**src/rtl/sbce_pkg.sv**
```systemverilog
// shared constants and types for the switch bank change event block
package sbce_pkg;

  localparam int SWITCH_BYTES = 16;
  localparam int BYTE_W       = 8;
  localparam int ORD_W        = 3;
  localparam int NUM_W        = 7;
  localparam int POS_W        = (SWITCH_BYTES > 1) ? $clog2(SWITCH_BYTES) : 1;

  typedef logic [BYTE_W-1:0] sbce_byte_t;
  typedef logic [POS_W-1:0]  sbce_pos_t;

  // changed byte handed from the lookup stage to the event serializer
  typedef struct packed {
    sbce_byte_t diff;
    sbce_byte_t now;
    sbce_pos_t  pos;
  } sbce_chg_t;

endpackage

```
**src/rtl/sbce_in_if.sv**
```systemverilog
// input channel: one scanned byte per item
interface sbce_in_if;
  logic                       valid;
  logic                       ready;
  logic [sbce_pkg::BYTE_W-1:0] switch_byte;
  logic                       last_in_scan;

  modport source(output valid, output switch_byte, output last_in_scan, input ready);
  modport sink(input valid, input switch_byte, input last_in_scan, output ready);
endinterface

```
**src/rtl/sbce_out_if.sv**
```systemverilog
// result channel: one switch change event per item
interface sbce_out_if;
  logic                       valid;
  logic                       ready;
  logic [sbce_pkg::NUM_W-1:0] switch_number;
  logic                       switch_on;
  logic                       last_event;

  modport source(output valid, output switch_number, output switch_on, output last_event,
                 input ready);
  modport sink(input valid, input switch_number, input switch_on, input last_event,
               output ready);
endinterface

```
**src/rtl/sbce_ram.sv**
```systemverilog
// generic single write port ram with registered read
module sbce_ram #(
  parameter int WIDTH = 8,
  parameter int DEPTH = 16,
  parameter int AW    = (DEPTH > 1) ? $clog2(DEPTH) : 1
) (
  input  logic             clk,
  input  logic             we,
  input  logic [AW-1:0]    waddr,
  input  logic [WIDTH-1:0] wdata,
  input  logic             re,
  input  logic [AW-1:0]    raddr,
  output logic [WIDTH-1:0] rdata
);

  logic [WIDTH-1:0] mem [DEPTH];
  logic [WIDTH-1:0] rdata_r;

  // write port
  always_ff @(posedge clk) begin
    if (we) begin
      mem[waddr] <= wdata;
    end
  end

  // read port, data held until the next read
  always_ff @(posedge clk) begin
    if (re) begin
      rdata_r <= mem[raddr];
    end
  end

  assign rdata = rdata_r;

endmodule

```
**src/rtl/sbce_lookup.sv**
```systemverilog
// position counter, previous scan store and byte compare
module sbce_lookup (
  input  logic               clk,
  input  logic               rst_n,
  sbce_in_if.sink            in_ch,
  output logic               chg_valid,
  input  logic               chg_ready,
  output sbce_pkg::sbce_chg_t chg
);

  logic                 acc;
  logic                 b_go;
  sbce_pkg::sbce_pos_t  pos_r, pos_nxt;
  logic                 b_valid_r, b_valid_nxt;
  sbce_pkg::sbce_byte_t b_byte_r;
  sbce_pkg::sbce_pos_t  b_pos_r;
  logic                 b_vld_r;
  logic                 fwd_r, fwd_nxt;
  sbce_pkg::sbce_byte_t fwd_data_r;
  logic                 vld_r [sbce_pkg::SWITCH_BYTES];
  sbce_pkg::sbce_byte_t rdata;
  sbce_pkg::sbce_byte_t old_byte;
  sbce_pkg::sbce_byte_t diff;

  // stored bytes of the previous scan
  sbce_ram #(
    .WIDTH(sbce_pkg::BYTE_W),
    .DEPTH(sbce_pkg::SWITCH_BYTES),
    .AW   (sbce_pkg::POS_W)
  ) u_prev (
    .clk  (clk),
    .we   (b_go),
    .waddr(b_pos_r),
    .wdata(b_byte_r),
    .re   (acc),
    .raddr(pos_r),
    .rdata(rdata)
  );

  // compare against the stored byte, forwarding a write made at the read edge
  always_comb begin
    if (fwd_r) begin
      old_byte = fwd_data_r;
    end else if (b_vld_r) begin
      old_byte = rdata;
    end else begin
      old_byte = '0;
    end
    diff = b_byte_r ^ old_byte;
  end

  assign chg_valid = b_valid_r && (diff != '0);
  assign chg       = '{diff: diff, now: b_byte_r, pos: b_pos_r};

  // an unchanged byte leaves at once, a changed one waits for the serializer
  assign b_go        = b_valid_r && ((diff == '0) || chg_ready);
  assign in_ch.ready = !b_valid_r || b_go;
  assign acc         = in_ch.valid && in_ch.ready;

  // next position and stage control
  always_comb begin
    pos_nxt = pos_r;
    if (acc) begin
      if (in_ch.last_in_scan || (pos_r == sbce_pkg::POS_W'(sbce_pkg::SWITCH_BYTES - 1))) begin
        pos_nxt = '0;
      end else begin
        pos_nxt = pos_r + 1'b1;
      end
    end
    b_valid_nxt = acc || (b_valid_r && !b_go);
    fwd_nxt     = acc ? (b_go && (b_pos_r == pos_r)) : (fwd_r && !b_go);
  end

  // control registers
  always_ff @(posedge clk) begin
    if (!rst_n) begin
      pos_r     <= '0;
      b_valid_r <= 1'b0;
      fwd_r     <= 1'b0;
    end else begin
      pos_r     <= pos_nxt;
      b_valid_r <= b_valid_nxt;
      fwd_r     <= fwd_nxt;
    end
  end

  // lookup stage payload
  always_ff @(posedge clk) begin
    if (acc) begin
      b_byte_r   <= in_ch.switch_byte;
      b_pos_r    <= pos_r;
      b_vld_r    <= vld_r[pos_r];
      fwd_data_r <= b_byte_r;
    end
  end

  // entry written flags, cleared by reset
  always_ff @(posedge clk) begin
    if (!rst_n) begin
      for (int i = 0; i < sbce_pkg::SWITCH_BYTES; i++) begin
        vld_r[i] <= 1'b0;
      end
    end else if (b_go) begin
      vld_r[b_pos_r] <= 1'b1;
    end
  end

  // forwarding only ever applies to a byte under lookup
  a_fwd_needs_item: assert property (@(posedge clk) disable iff (!rst_n)
    fwd_r |-> b_valid_r)
    else $error("forward flag set with empty lookup stage");

  // a byte written back with a new byte read at the same entry must be forwarded
  a_fwd_same_entry: assert property (@(posedge clk) disable iff (!rst_n)
    (acc && b_go && (b_pos_r == pos_r)) |=> fwd_r)
    else $error("missed forward of same entry write");

  // a waiting changed byte stays put
  a_stall_holds: assert property (@(posedge clk) disable iff (!rst_n)
    (b_valid_r && !b_go) |=> (b_valid_r && $stable(b_byte_r) && $stable(b_pos_r)))
    else $error("waiting byte changed in lookup stage");

endmodule

```
**src/rtl/sbce_emit.sv**
```systemverilog
// serializes the changed bits of one byte into events, bit 7 first
module sbce_emit (
  input  logic               clk,
  input  logic               rst_n,
  input  logic               chg_valid,
  output logic               chg_ready,
  input  sbce_pkg::sbce_chg_t chg,
  sbce_out_if.source         out_ch
);

  sbce_pkg::sbce_byte_t mask_r, mask_nxt;
  sbce_pkg::sbce_byte_t now_r;
  sbce_pkg::sbce_pos_t  pos_r;
  logic                 busy;
  logic                 step;
  logic                 load;
  logic [sbce_pkg::ORD_W-1:0] ord;
  sbce_pkg::sbce_byte_t rest;
  logic [sbce_pkg::POS_W+sbce_pkg::ORD_W-1:0] full_num;
  logic                       out_valid_r, out_valid_nxt;
  logic [sbce_pkg::NUM_W-1:0] num_r;
  logic                       on_r;
  logic                       last_r;

  // first changed switch in shifting order
  always_comb begin
    ord = '0;
    for (int k = sbce_pkg::BYTE_W - 1; k >= 0; k--) begin
      if (mask_r[sbce_pkg::BYTE_W - 1 - k]) begin
        ord = sbce_pkg::ORD_W'(k);
      end
    end
    rest = mask_r;
    rest[3'(sbce_pkg::BYTE_W - 1) - ord] = 1'b0;
    full_num = {pos_r, ord};
  end

  assign busy      = (mask_r != '0);
  assign step      = busy && (!out_valid_r || out_ch.ready);
  assign chg_ready = !busy || (step && (rest == '0));
  assign load      = chg_valid && chg_ready;

  // pending bit mask and output valid
  always_comb begin
    mask_nxt = mask_r;
    if (load) begin
      mask_nxt = chg.diff;
    end else if (step) begin
      mask_nxt = rest;
    end
    if (step) begin
      out_valid_nxt = 1'b1;
    end else if (out_ch.ready) begin
      out_valid_nxt = 1'b0;
    end else begin
      out_valid_nxt = out_valid_r;
    end
  end

  always_ff @(posedge clk) begin
    if (!rst_n) begin
      mask_r      <= '0;
      out_valid_r <= 1'b0;
    end else begin
      mask_r      <= mask_nxt;
      out_valid_r <= out_valid_nxt;
    end
  end

  // byte payload
  always_ff @(posedge clk) begin
    if (load) begin
      now_r <= chg.now;
      pos_r <= chg.pos;
    end
  end

  // output register
  always_ff @(posedge clk) begin
    if (step) begin
      num_r  <= sbce_pkg::NUM_W'(full_num);
      on_r   <= now_r[3'(sbce_pkg::BYTE_W - 1) - ord];
      last_r <= (rest == '0);
    end
  end

  assign out_ch.valid         = out_valid_r;
  assign out_ch.switch_number = num_r;
  assign out_ch.switch_on     = on_r;
  assign out_ch.last_event    = last_r;

  // a loaded byte always has at least one event
  a_load_nonzero: assert property (@(posedge clk) disable iff (!rst_n)
    load |=> busy)
    else $error("serializer loaded an unchanged byte");

  // without a new load, pending bits only ever clear
  a_mask_shrinks: assert property (@(posedge clk) disable iff (!rst_n)
    (busy && !load) |=> ((mask_r & ~$past(mask_r)) == '0))
    else $error("pending bit appeared without a load");

  // the final event of a byte is flagged when its last bit is sent
  a_last_flag: assert property (@(posedge clk) disable iff (!rst_n)
    (step && ($countones(mask_r) == 1)) |=> (out_ch.valid && out_ch.last_event))
    else $error("final event not flagged");

endmodule

```
**src/rtl/switch_bank_change_events.sv**
```systemverilog
// Switch bank change event detector.
// in_ch takes the bytes of a switch scan in scan order, first shifted switch
// in bit 7; last_in_scan marks the final byte and returns the byte position
// to zero (a scan longer than the bank wraps on its own).
// Each byte is compared with the byte stored for its position in the previous
// scan; for every changed bit out_ch gives one item with the switch number
// (position * 8 + bit order, bit 7 first), the new state and a last_event
// flag on the final event of that byte. A byte with no change gives no item.
// A changed byte passes the lookup stage, the serializer mask and the output
// register; an unchanged byte leaves the lookup stage without waiting. The
// serializer sends one event a cycle unless out_ch stalls, one per changed bit
// (up to 8); the next byte is looked up in the memory while it is busy.
// Reset (synchronous, rst_n low) clears the position, the pipeline and the
// per-entry written flags, so the previous scan reads as all switches open;
// no clearing pass is needed and items are accepted right after reset.
// A stalled receiver holds the output register; the serializer and then the
// lookup stage fill up and in_ch.ready drops, no event is lost.
module switch_bank_change_events (
  input  logic        clk,
  input  logic        rst_n,
  sbce_in_if.sink     in_ch,
  sbce_out_if.source  out_ch
);

  logic                chg_valid;
  logic                chg_ready;
  sbce_pkg::sbce_chg_t chg;

  // memory lookup and compare
  sbce_lookup u_lookup (
    .clk      (clk),
    .rst_n    (rst_n),
    .in_ch    (in_ch),
    .chg_valid(chg_valid),
    .chg_ready(chg_ready),
    .chg      (chg)
  );

  // event serializer and output register
  sbce_emit u_emit (
    .clk      (clk),
    .rst_n    (rst_n),
    .chg_valid(chg_valid),
    .chg_ready(chg_ready),
    .chg      (chg),
    .out_ch   (out_ch)
  );

endmodule
```
**src/flat_wrapper.sv**
```systemverilog
// flat-port wrapper written by rule: the top's interface ports become plain ports
module switch_bank_change_events_flat 
  (clk, rst_n, in_ch_valid, in_ch_switch_byte, in_ch_last_in_scan, in_ch_ready, out_ch_valid, out_ch_switch_number, out_ch_switch_on, out_ch_last_event, out_ch_ready);
  sbce_in_if in_ch_i ();
  sbce_out_if out_ch_i ();
  input  logic clk;
  input  logic rst_n;
  input wire logic [$bits(in_ch_i.valid)-1:0] in_ch_valid;
  input wire logic [$bits(in_ch_i.switch_byte)-1:0] in_ch_switch_byte;
  input wire logic [$bits(in_ch_i.last_in_scan)-1:0] in_ch_last_in_scan;
  output wire logic [$bits(in_ch_i.ready)-1:0] in_ch_ready;
  output wire logic [$bits(out_ch_i.valid)-1:0] out_ch_valid;
  output wire logic [$bits(out_ch_i.switch_number)-1:0] out_ch_switch_number;
  output wire logic [$bits(out_ch_i.switch_on)-1:0] out_ch_switch_on;
  output wire logic [$bits(out_ch_i.last_event)-1:0] out_ch_last_event;
  input wire logic [$bits(out_ch_i.ready)-1:0] out_ch_ready;
  assign in_ch_i.valid = in_ch_valid;
  assign in_ch_i.switch_byte = in_ch_switch_byte;
  assign in_ch_i.last_in_scan = in_ch_last_in_scan;
  assign in_ch_ready = in_ch_i.ready;
  assign out_ch_valid = out_ch_i.valid;
  assign out_ch_switch_number = out_ch_i.switch_number;
  assign out_ch_switch_on = out_ch_i.switch_on;
  assign out_ch_last_event = out_ch_i.last_event;
  assign out_ch_i.ready = out_ch_ready;
  switch_bank_change_events u_core (.clk(clk), .rst_n(rst_n), .in_ch(in_ch_i), .out_ch(out_ch_i));
endmodule
```
**config.mk**
```make
export PLATFORM = sky130hd
export DESIGN_NAME = switch_bank_change_events_flat
export DESIGN_NICKNAME = d
export VERILOG_FILES = /design/src/rtl/sbce_pkg.sv /design/src/rtl/sbce_in_if.sv /design/src/rtl/sbce_out_if.sv /design/src/rtl/sbce_ram.sv /design/src/rtl/sbce_lookup.sv /design/src/rtl/sbce_emit.sv /design/src/rtl/switch_bank_change_events.sv /design/src/flat_wrapper.sv
export SDC_FILE = /design/constraint.sdc
export NUM_CORES = 1
export LEC_CHECK = 0
export BUFFER_PORTS_ARGS = -buffer_cell sky130_fd_sc_hd__clkbuf_2
export CORE_ASPECT_RATIO = 1.5
export CORE_UTILIZATION = 30
export DETAILED_ROUTE_END_ITERATION = 16
export GPL_TIMING_DRIVEN = 0
export SLEW_MARGIN = 20
export SYNTH_ARGS = -nofsm -noshare
export SYNTH_HDL_FRONTEND = slang
export SYNTH_SLANG_ARGS = --single-unit
```
**constraint.sdc**
```tcl
create_clock -name clk -period 5 [get_ports clk]
set_input_delay 1 -clock clk [delete_from_list [all_inputs] [get_ports clk]]
set_output_delay 1 -clock clk [all_outputs]
set_load 0.005 [all_outputs]
```
==> metrics.csv, run 1 <==
metric;value;unit
PostCTS Resize Cnt;0;
first-pass GRT wire length;29300;um
clock skew;24.7;ps
Slew Viols, Final;0;
# Max-Cap Violations;0;
slew at the pin closest to its max-slew limit;1070;ps
Placed Cells;876;
layout cells sized above 1;25.9;%
Post-synth EDFFs;178;
RSZ-0062 raised after global routing;false;
Worst setup SP type;flop;
crit path capture type;primary output;
post-synth top area share;62.7;%
Area Overhead vs Synth;15.2;%
antenna cell count;0;
DP Area;9130;um2
Power Density;407;nW/um2
io pins;24;
Fillers;2632;
DR WL/cell;20.5;um
Die W;140;um
ys async rst share;0;%
Setup Viol. Count Final;0;
Worst-Skew Late Latency;510;ps
peak supply drop;0.000149;V
CP Cell Sequence;and4b_1, a211oi_1, nor4_1, a21bo_1, nor2_1, inv_1, clkbuf_2;
Fin Setup TNS;0;ps
ys flop type;edfxtp_1;
Setup CP Type;flop to primary output;
Antenna Nets Post-Route;0;
period utilization;75.2;%
Buf/Inv on CP;2;
core area;28000;um2
1st-iter DRT viols;409;
final wirelength;18700;um
Synth area leaders;edfxtp_1 (63%), mux4_2 (12%), dfxtp_1 (7.3%);
Critical-path top delay cell;edfxtp_1;
Syn Nets;522;
Critical Path RT;4000;ps
Pleak;3.13;nW
Reg clk slew, reported paths;60;ps
Total GRT Usage;13.4;%
std cell rows;75;
synthesis-stage register bit count;209;
cell family with most CP delay;flip-flops;
GPL Wtd Cong;0.883;
CP max stage delay;840;ps
die area;29100;um2
Clock Tree Buf Depth;3;
clk sinks;209;
Port Buffers;22;
Relative slew margins;28.7;%
Design Area, Final;9820;um2
synthesized area;8520;um2
total vias in the final route;4654;
CTS tree;built;
Synth cell types;62;
crit path max fanout;21;
post-synth top area cell;edfxtp_1;
Final nets;567;
pre-CTS setup slack;1350;ps
Avg Vias per Cell;5.10;
Clock Root Buffer;clkbuf_16;
synthesized instance count;508;
Hold Violations, Final;0;
FMAX;266;MHz
DP Wirelength;13000;um
Post-CTS Hold Buffers;0;
vias in the first global route;5017;
# DRC;0;
total CTS buffers;21;
chip height;208;um
initial antenna violation count;0;
setup ws final;1240;ps
drt first pass iters;4;
Non-Filler Instances;913;
Final min period;3760;ps
gr ovfl total;0;
H-tree depth;1;
register area share after synthesis;70.0;%
post-synthesis average cell area;16.8;um2
Hold Path Class;flop to flop;
Synth warnings;0;
initial core utilization;30.5;%
largest net degree at the start of global routing;30;
status;complete, no violations;
Setup Buffers After CTS;0;
WP data arrival;2760;ps
==> cell usage after synthesis, types with 4 or more instances <==
library cell,number
edfxtp_1,178
inv_1,11
a211oi_1,13
nor3_1,14
dfxtp_1,31
and3_1,9
nand2_1,34
mux2i_1,4
buf_2,10
a21oi_1,16
and4b_1,9
or2_2,7
clkbuf_1,11
o21ai_0,12
nand3b_1,11
o21ai_1,17
mux4_2,45
nor2_1,14
==> registers in the layout (all words and copies together) (netlist names) <==
name	cells
u_core.u_emit.out_ch.switch_number	7
u_core.u_emit.pos_r	4
u_core.u_emit.out_ch.switch_on	1
u_core.u_lookup.fwd_r	1
u_core.u_emit.out_ch.last_event	1
u_core.u_emit.now_r	8
u_core.u_lookup.b_valid_r	1
u_core.u_lookup.pos_r	4
u_core.u_lookup.vld_r	16
u_core.u_lookup.fwd_data_r	8
u_core.u_emit.out_ch.valid	1
u_core.u_lookup.b_pos_r	4
u_core.u_lookup.u_prev.rdata	8
u_core.u_emit.mask_r	8
u_core.u_lookup.b_byte_r	8
u_core.u_lookup.u_prev.mem	128
u_core.u_lookup.b_vld_r	1
==> power by group <==
part / leakage [nW] / switching (W) / internal, W
clock network: 0.334 / 0.000644 / 0.000926
registers: 1.89 / 0.0000623 / 0.00199
logic: 0.909 / 0.000231 / 0.000145
==> final cells by class <==
type	instances	area [um2]	share of cell area, %
inverters	12	45.0	0.459
flip-flops and latches	209	5970	60.8
clock buffers	22	529	5.39
clock inverters	15	158	1.61
well taps	346	433	4.41
multi-input cells	262	2460	25.0
repair buffers	22	110	1.12
plain buffers	25	121	1.24
==> layout by cell type (no fill, tap or decap), types with 7 or more instances in the layout <==
master / netlist / final
inv_1: 11 / 10
nor2_1: 14 / 14
nand3b_1: 11 / 11
nand2_1: 34 / 34
edfxtp_1: 178 / 178
or2_2: 7 / 7
nor3_2: 0 / 13
clkbuf_16: 0 / 21
mux4_2: 45 / 45
clkbuf_1: 11 / 12
o21ai_0: 12 / 12
and4b_1: 9 / 9
a21oi_1: 16 / 16
dfxtp_1: 31 / 31
a211oi_1: 13 / 13
clkbuf_2: 0 / 22
and3_1: 9 / 9
buf_2: 10 / 10
o21ai_1: 17 / 17
==> cells by family after synthesis <==
logic type | synth area share [%]
mux | 12.4
simple gates | 7.99
buf+inv | 1.95
fa+ha+maj | 0.147
compound gates | 7.15
flops | 70.0
xor+xnor | 0.411
==> metrics by stage <==
step                      hold WS, ps  util, %  power (W)
after floorplan                   400        -    0.00232
after global placement            405     32.4    0.00245
after detailed placement          407     32.7    0.00247
after CTS                         421     35.1    0.00405
after global routing              440     35.1    0.00415
final                             419     35.1    0.00400
==> final timing paths <==
check,start,to,slack (ps),cells past startpoint
max,u_core.u_lookup.b_byte_r[5],in_ch_ready,1240,7
min,u_core.u_emit.pos_r[3],u_core.u_emit.out_ch.switch_number[6],420,0
max reg2reg,u_core.u_lookup.b_byte_r[5],u_core.u_lookup.u_prev.mem[2][3],1390,7
min reg2reg,u_core.u_emit.pos_r[3],u_core.u_emit.out_ch.switch_number[6],420,0
==> metal layers <==
layer  global-route usage [%]  vias to the layer above  wire length [um]
li1                         -                     2129                 -
met4                     6.82                        0               767
met3                     2.37                       38               711
met5                        0                        -                 0
met2                     25.3                      110             10400
met1                     14.2                     2377              6870
Note: power is estimated with default switching activity, not from simulation.
==> run 2, diff against run 1 <==
ABC_AREA = 1   (was not set)
clock period = 3.7 ns   (was 5 ns; I/O delays follow)
==> metrics.csv, run 2 <==
metric;value;unit
status;complete, no violations;
Post-synth top cells;edfxtp_1 (178), nand2_1 (110), nor2_1 (89), o21ai_0 (48);
cell family with most CP delay;simple AND/OR/NAND/NOR gates;
DR WL/cell;19.9;um
Critical-path top delay cell;edfxtp_1;
Pleak;3.44;nW
Synth warnings;0;
Post-synth EDFFs;178;
Synth cell types;41;
slew at the pin closest to its max-slew limit;978;ps
initial antenna violation count;0;
Power Density;695;nW/um2
Avg Vias per Cell;5.03;
critical path startpoint;u_core.u_lookup.b_byte_r[7];
Design Area, Final;9800;um2
crit path capture type;flop;
Largest register FFs;128;
clock skew;11.4;ps
WP data arrival;3440;ps
synthesized instance count;703;
top flop regs;u_core.u_lookup.u_prev.mem x128, u_core.u_lookup.vld_r x16;
CP most frequent cell;nand2_1;
DP Area;9180;um2
antenna cell count;0;
gr ovfl total;0;
Post-CTS Hold Buffers;0;
RSZ-0062 raised after global routing;false;
Slew Viols, Final;0;
FF-to-FF Start;u_core.u_lookup.b_byte_r[7];
H-tree depth;1;
Final nets;761;
# DRC;0;
ys flop type;edfxtp_1;
ys async rst share;0;%
Fillers;2731;
Total GRT Usage;15.3;%
Final min period;3330;ps
Placed Cells;1072;
drt first pass iters;6;
initial core utilization;30.7;%
Port Buffers;23;
GPL Wtd Cong;0.931;
synthesis-stage register bit count;209;
1st-iter DRT viols;422;
Biggest register;u_core.u_lookup.u_prev.mem;
post-synth top area share;62.1;%
Final Core Density;34.9;%
PostCTS Resize Cnt;0;
Clock Tree Buf Depth;3;
io pins;24;
reg2reg setup slack;370;ps
commonest cells after routing, fill and taps aside;edfxtp_1 (178), nand2_1 (110), nor2_1 (89), o21ai_0 (48);
FF-to-FF path depth;9;
DP Wirelength;15400;um
crit path max fanout;19;
post-synth top area cell;edfxtp_1;
Worst Hold End;u_core.u_emit.out_ch.switch_number[5];
CP Cell Sequence;xnor2_1, nand2_1, nor2_1, nand2_1, nand3_2, nand2_4, inv_1, nand2_1, nor2_1;
register area share after synthesis;69.3;%
Synth area leaders;edfxtp_1 (62%), dfxtp_1 (7.2%), nand2_1 (4.8%);
Syn Nets;717;
CP max stage delay;990;ps
most common cell after layout, fill and taps aside;edfxtp_1;
worst hold slack;418;ps
register area;5970;um2
Worst-Skew Late Latency;490;ps
FF-to-FF End;u_core.u_lookup.u_prev.mem[13][5];
area of the multi-input gates;2360;um2
clk sinks;209;
total vias in the final route;5558;
first-pass GRT wire length;33500;um
Buf/Inv on CP;1;
synthesized area;8610;um2
vias in the first global route;5671;
hold path start;u_core.u_emit.pos_r[2];
Area Overhead vs Synth;13.7;%
Min-Delay Path Depth;0;
total CTS buffers;19;
final wirelength;22000;um
# Max-Cap Violations;0;
Setup Viol. Count Final;0;
Setup CP Type;flop to flop;
Reg clk slew, reported paths;70;ps
period utilization;89.9;%
die area;29400;um2
Setup Buffers After CTS;0;
Hold Path Class;flop to flop;
Die W;140;um
Hold Violations, Final;0;
Non-Filler Instances;1105;
core area;28100;um2
Fin Setup TNS;0;ps
std cell rows;75;
Relative slew margins;34.8;%
chip height;210;um
Clock Root Buffer;clkbuf_16;
Antenna Nets Post-Route;0;
largest net degree at the start of global routing;36;
layout cells sized above 1;11.1;%
Critical Path RT;3810;ps
most frequent cell after synthesis;edfxtp_1;
peak supply drop;0.000237;V
Worst setup SP type;flop;
CTS tree;built;
FMAX;300;MHz
post-synthesis average cell area;12.3;um2
## run 2: cell count changes in the layout (fill, tap and decap cells not counted), moves of 14 or more
cell / change
clkbuf_1: +14
nand2_1: +76
nor2_1: +75
o21ai_1: -17
o221ai_1: +31
o21ai_0: +36
nand3_1: +36
mux4_2: -45
mux2i_1: +27
inv_1: +29
## run 2: worst max-delay path by stage
stage | endpoint | slack [ps] | cells after the start
2_1_floorplan | u_core.u_lookup.u_prev.mem[3][0] | 1270 | 11
3_3_place_gp | u_core.u_lookup.u_prev.mem[3][0] | 280 | 7
3_5_place_dp | u_core.u_lookup.u_prev.mem[12][0] | 300 | 9
4_1_cts | u_core.u_lookup.u_prev.mem[12][2] | 290 | 9
5_1_grt | u_core.u_lookup.u_prev.mem[12][2] | 120 | 9
6_report | u_core.u_lookup.u_prev.mem[13][5] | 370 | 9
## run 2: cell families after synthesis
family / count (synthesis) / synth area share, %
adders and majority gates: 1 / 0.145
xor gates and xnor gates: 13 / 1.32
AOI/OAI and AO/OA: 108 / 8.44
muxes: 31 / 3.60
and+or+nand+nor: 265 / 13.7
buffers and inverters: 76 / 3.53
DFF: 209 / 69.3
## run 2: routing by layer
metal  vias up  part of all wire, %  wire length, um  track usage, %
met3        65                  4.1              896            1.67
met4         0                  6.7             1480            10.3
met2       160                   54            12000            29.4
li1       2603                    -                -               -
met5         -                    0                0               0
met1      2730                   35             7630            15.3
## run 2: stage by stage
step | total power (W) | setup WS (ps)
2_1_floorplan | 0.00426 | 1270
3_3_place_gp | 0.00487 | 285
3_5_place_dp | 0.00489 | 297
4_1_cts | 0.00685 | 288
5_1_grt | 0.00713 | 116
6_report | 0.00681 | 372
## run 2: report_power, final
group	internal (W)	leakage, nW	total (W)	switching (W)
sequential	0.00296	1.89	0.00317	0.000216
combinational	0.000512	1.26	0.00166	0.00115
clock	0.00113	0.297	0.00197	0.000845
total	0.00459	3.44	0.00681	0.00221
## run 2: cell type report
cell class	instances	area share, %
Sequential cell	209	60.9
Clock buffer	22	5.17
Inverter	43	1.65
Multi-Input combinational cell	418	24.1
Clock inverter	11	1.16
Tap cell	346	4.42
Timing Repair Buffer	23	1.18
Buffer	33	1.46
## run 2: worst reg2reg max path, stage by stage (launching register included)
cell and delay [ps]:
edfxtp_1 990, xnor2_1 230, nand2_1 90, nor2_1 280, nand2_1 120, nand3_2 120, nand2_4 110, inv_1 130
nand2_1 140, nor2_1 730
==> run 3, diff against run 2 <==
PLACE_DENSITY = 0.51   (was not set)
==> metrics.csv, run 3 (same netlist as run 2, synthesis figures left out) <==
metric;value;unit
status;complete, no violations;
DR WL/cell;19.7;um
Final nets;763;
Power Density;709;nW/um2
H-tree depth;1;
Hold Violations, Final;0;
largest net degree at the start of global routing;36;
chip height;210;um
clk sinks;209;
Die W;140;um
Switching Share;31.7;%
antenna cell count;0;
RSZ-0062 raised after global routing;false;
Setup Buffers After CTS;0;
pre-CTS setup slack;265;ps
Relative slew margins;36.9;%
Critical Path RT;2960;ps
peak supply drop;0.000284;V
Setup CP Type;flop to primary output;
# Max-Cap Violations;0;
Clock Tree Buf Depth;3;
top flop regs;u_core.u_lookup.u_prev.mem x128, u_core.u_lookup.vld_r x16;
final wirelength;21900;um
reg2reg setup slack;390;ps
io pins;24;
CTS tree;built;
FF-to-FF path depth;9;
# DRC;0;
Placed Cells;1072;
std cell rows;75;
Antenna Nets Post-Route;0;
Setup Viol. Count Final;0;
initial antenna violation count;0;
layout cells sized above 1;11.3;%
sequential share of power;45.2;%
first-pass GRT wire length;32600;um
period utilization;90.2;%
Final min period;3340;ps
Design Area, Final;9880;um2
core area;28100;um2
commonest cells after routing, fill and taps aside;edfxtp_1 (178), nand2_1 (110), nor2_1 (89), o21ai_0 (48);
initial core utilization;30.7;%
Worst-Skew Late Latency;510;ps
clock power share;31.4;%
Biggest register;u_core.u_lookup.u_prev.mem;
internal power;0.00478;W
Avg Vias per Cell;4.92;
Fillers;2731;
FMAX;300;MHz
Port Buffers;23;
Post-CTS Hold Buffers;0;
crit path capture type;primary output;
vias in the first global route;5468;
clock skew;14.5;ps
Clock Root Buffer;clkbuf_16;
DP Area;9180;um2
GPL Wtd Cong;0.855;
Area Overhead vs Synth;14.7;%
total CTS buffers;21;
Largest register FFs;128;
most common cell after layout, fill and taps aside;edfxtp_1;
crit path max fanout;19;
PostCTS Resize Cnt;0;
total vias in the final route;5452;
Total GRT Usage;15.1;%
DP Wirelength;15100;um
Pleak;3.49;nW
Min-Delay Path Depth;1;
WP data arrival;2600;ps
Gate power share;23.4;%
setup ws final;362;ps
die area;29400;um2
Reg clk slew, reported paths;60;ps
1st-iter DRT viols;364;
Non-Filler Instances;1109;
drt first pass iters;5;
Hold Path Class;input port to flop;
Psw;0.00222;W
gr ovfl total;0;
Slew Viols, Final;0;
Fin Setup TNS;0;ps
Worst setup SP type;flop;
total power;0.00701;W
slew at the pin closest to its max-slew limit;946;ps
-- run 3: cell count changes in the layout (fill, tap and decap cells not counted), sizes merged --
cell      before  now
clkinvlp       3    0
clkinv         6    5
inv           43   45
clkbuf        70   75
bufinv         2    3
-- run 3: through the flow --
| stage | hold WS (ps) | utilization [%] |
|---|---|---|
| after floorplan | 400 | - |
| after global placement | 404 | 32.7 |
| after detailed placement | 410 | 32.7 |
| after CTS | 396 | 35.2 |
| after global routing | 399 | 35.2 |
| final | 406 | 35.2 |
-- run 3: worst max-delay path: stages (launching register included) --
cell and delay (ps):
edfxtp_1 930, xor2_1 280, nand2_1 80, nor2_1 290, a21boi_4 150, nand3_1 200
clkbuf_2 150
-- run 3: area by class of cell --
| type | instances | area (um2) | share of cell area, % |
|---|---|---|---|
| plain buffers | 33 | 143 | 1.44 |
| clock buffers | 27 | 578 | 5.85 |
| clock inverters | 10 | 130 | 1.32 |
| inverters | 43 | 161 | 1.63 |
| multi-input cells | 418 | 2360 | 23.9 |
| flip-flops and latches | 209 | 5970 | 60.4 |
| well taps | 346 | 433 | 4.38 |
| repair buffers | 23 | 115 | 1.16 |
-- run 3: metal layers --
| metal | vias to the layer above | wire [um] | global-route usage (%) |
|---|---|---|---|
| met5 | - | 0 | 0 |
| met4 | 0 | 723 | 6.03 |
| met3 | 41 | 1060 | 1.80 |
| met2 | 155 | 11700 | 29.3 |
| met1 | 2644 | 8350 | 16.4 |
| li1 | 2612 | - | - |
-- run 3: power by group through the flow --
| stage | registers [W] | clock network (W) | logic, W |
|---|---|---|---|
| after global routing | 0.00320 | 0.00232 | 0.00182 |
| after global placement | 0.00322 | 0 | 0.00164 |
| after CTS | 0.00318 | 0.00225 | 0.00166 |
| after floorplan | 0.00314 | 0 | 0.00112 |
| final | 0.00317 | 0.00220 | 0.00164 |
| after detailed placement | 0.00323 | 0 | 0.00166 |
-- run 3: final timing paths --
| kind | from | endpoint |
|---|---|---|
| worst max-delay path | u_core.u_lookup.b_byte_r[5] | in_ch_ready |
| worst max register to register | u_core.u_lookup.b_byte_r[5] | u_core.u_lookup.u_prev.mem[12][5] |
| worst min register to register | u_core.u_emit.pos_r[3] | u_core.u_emit.out_ch.switch_number[6] |
| worst min-delay path | in_ch_switch_byte[2] | u_core.u_lookup.b_byte_r[2] |
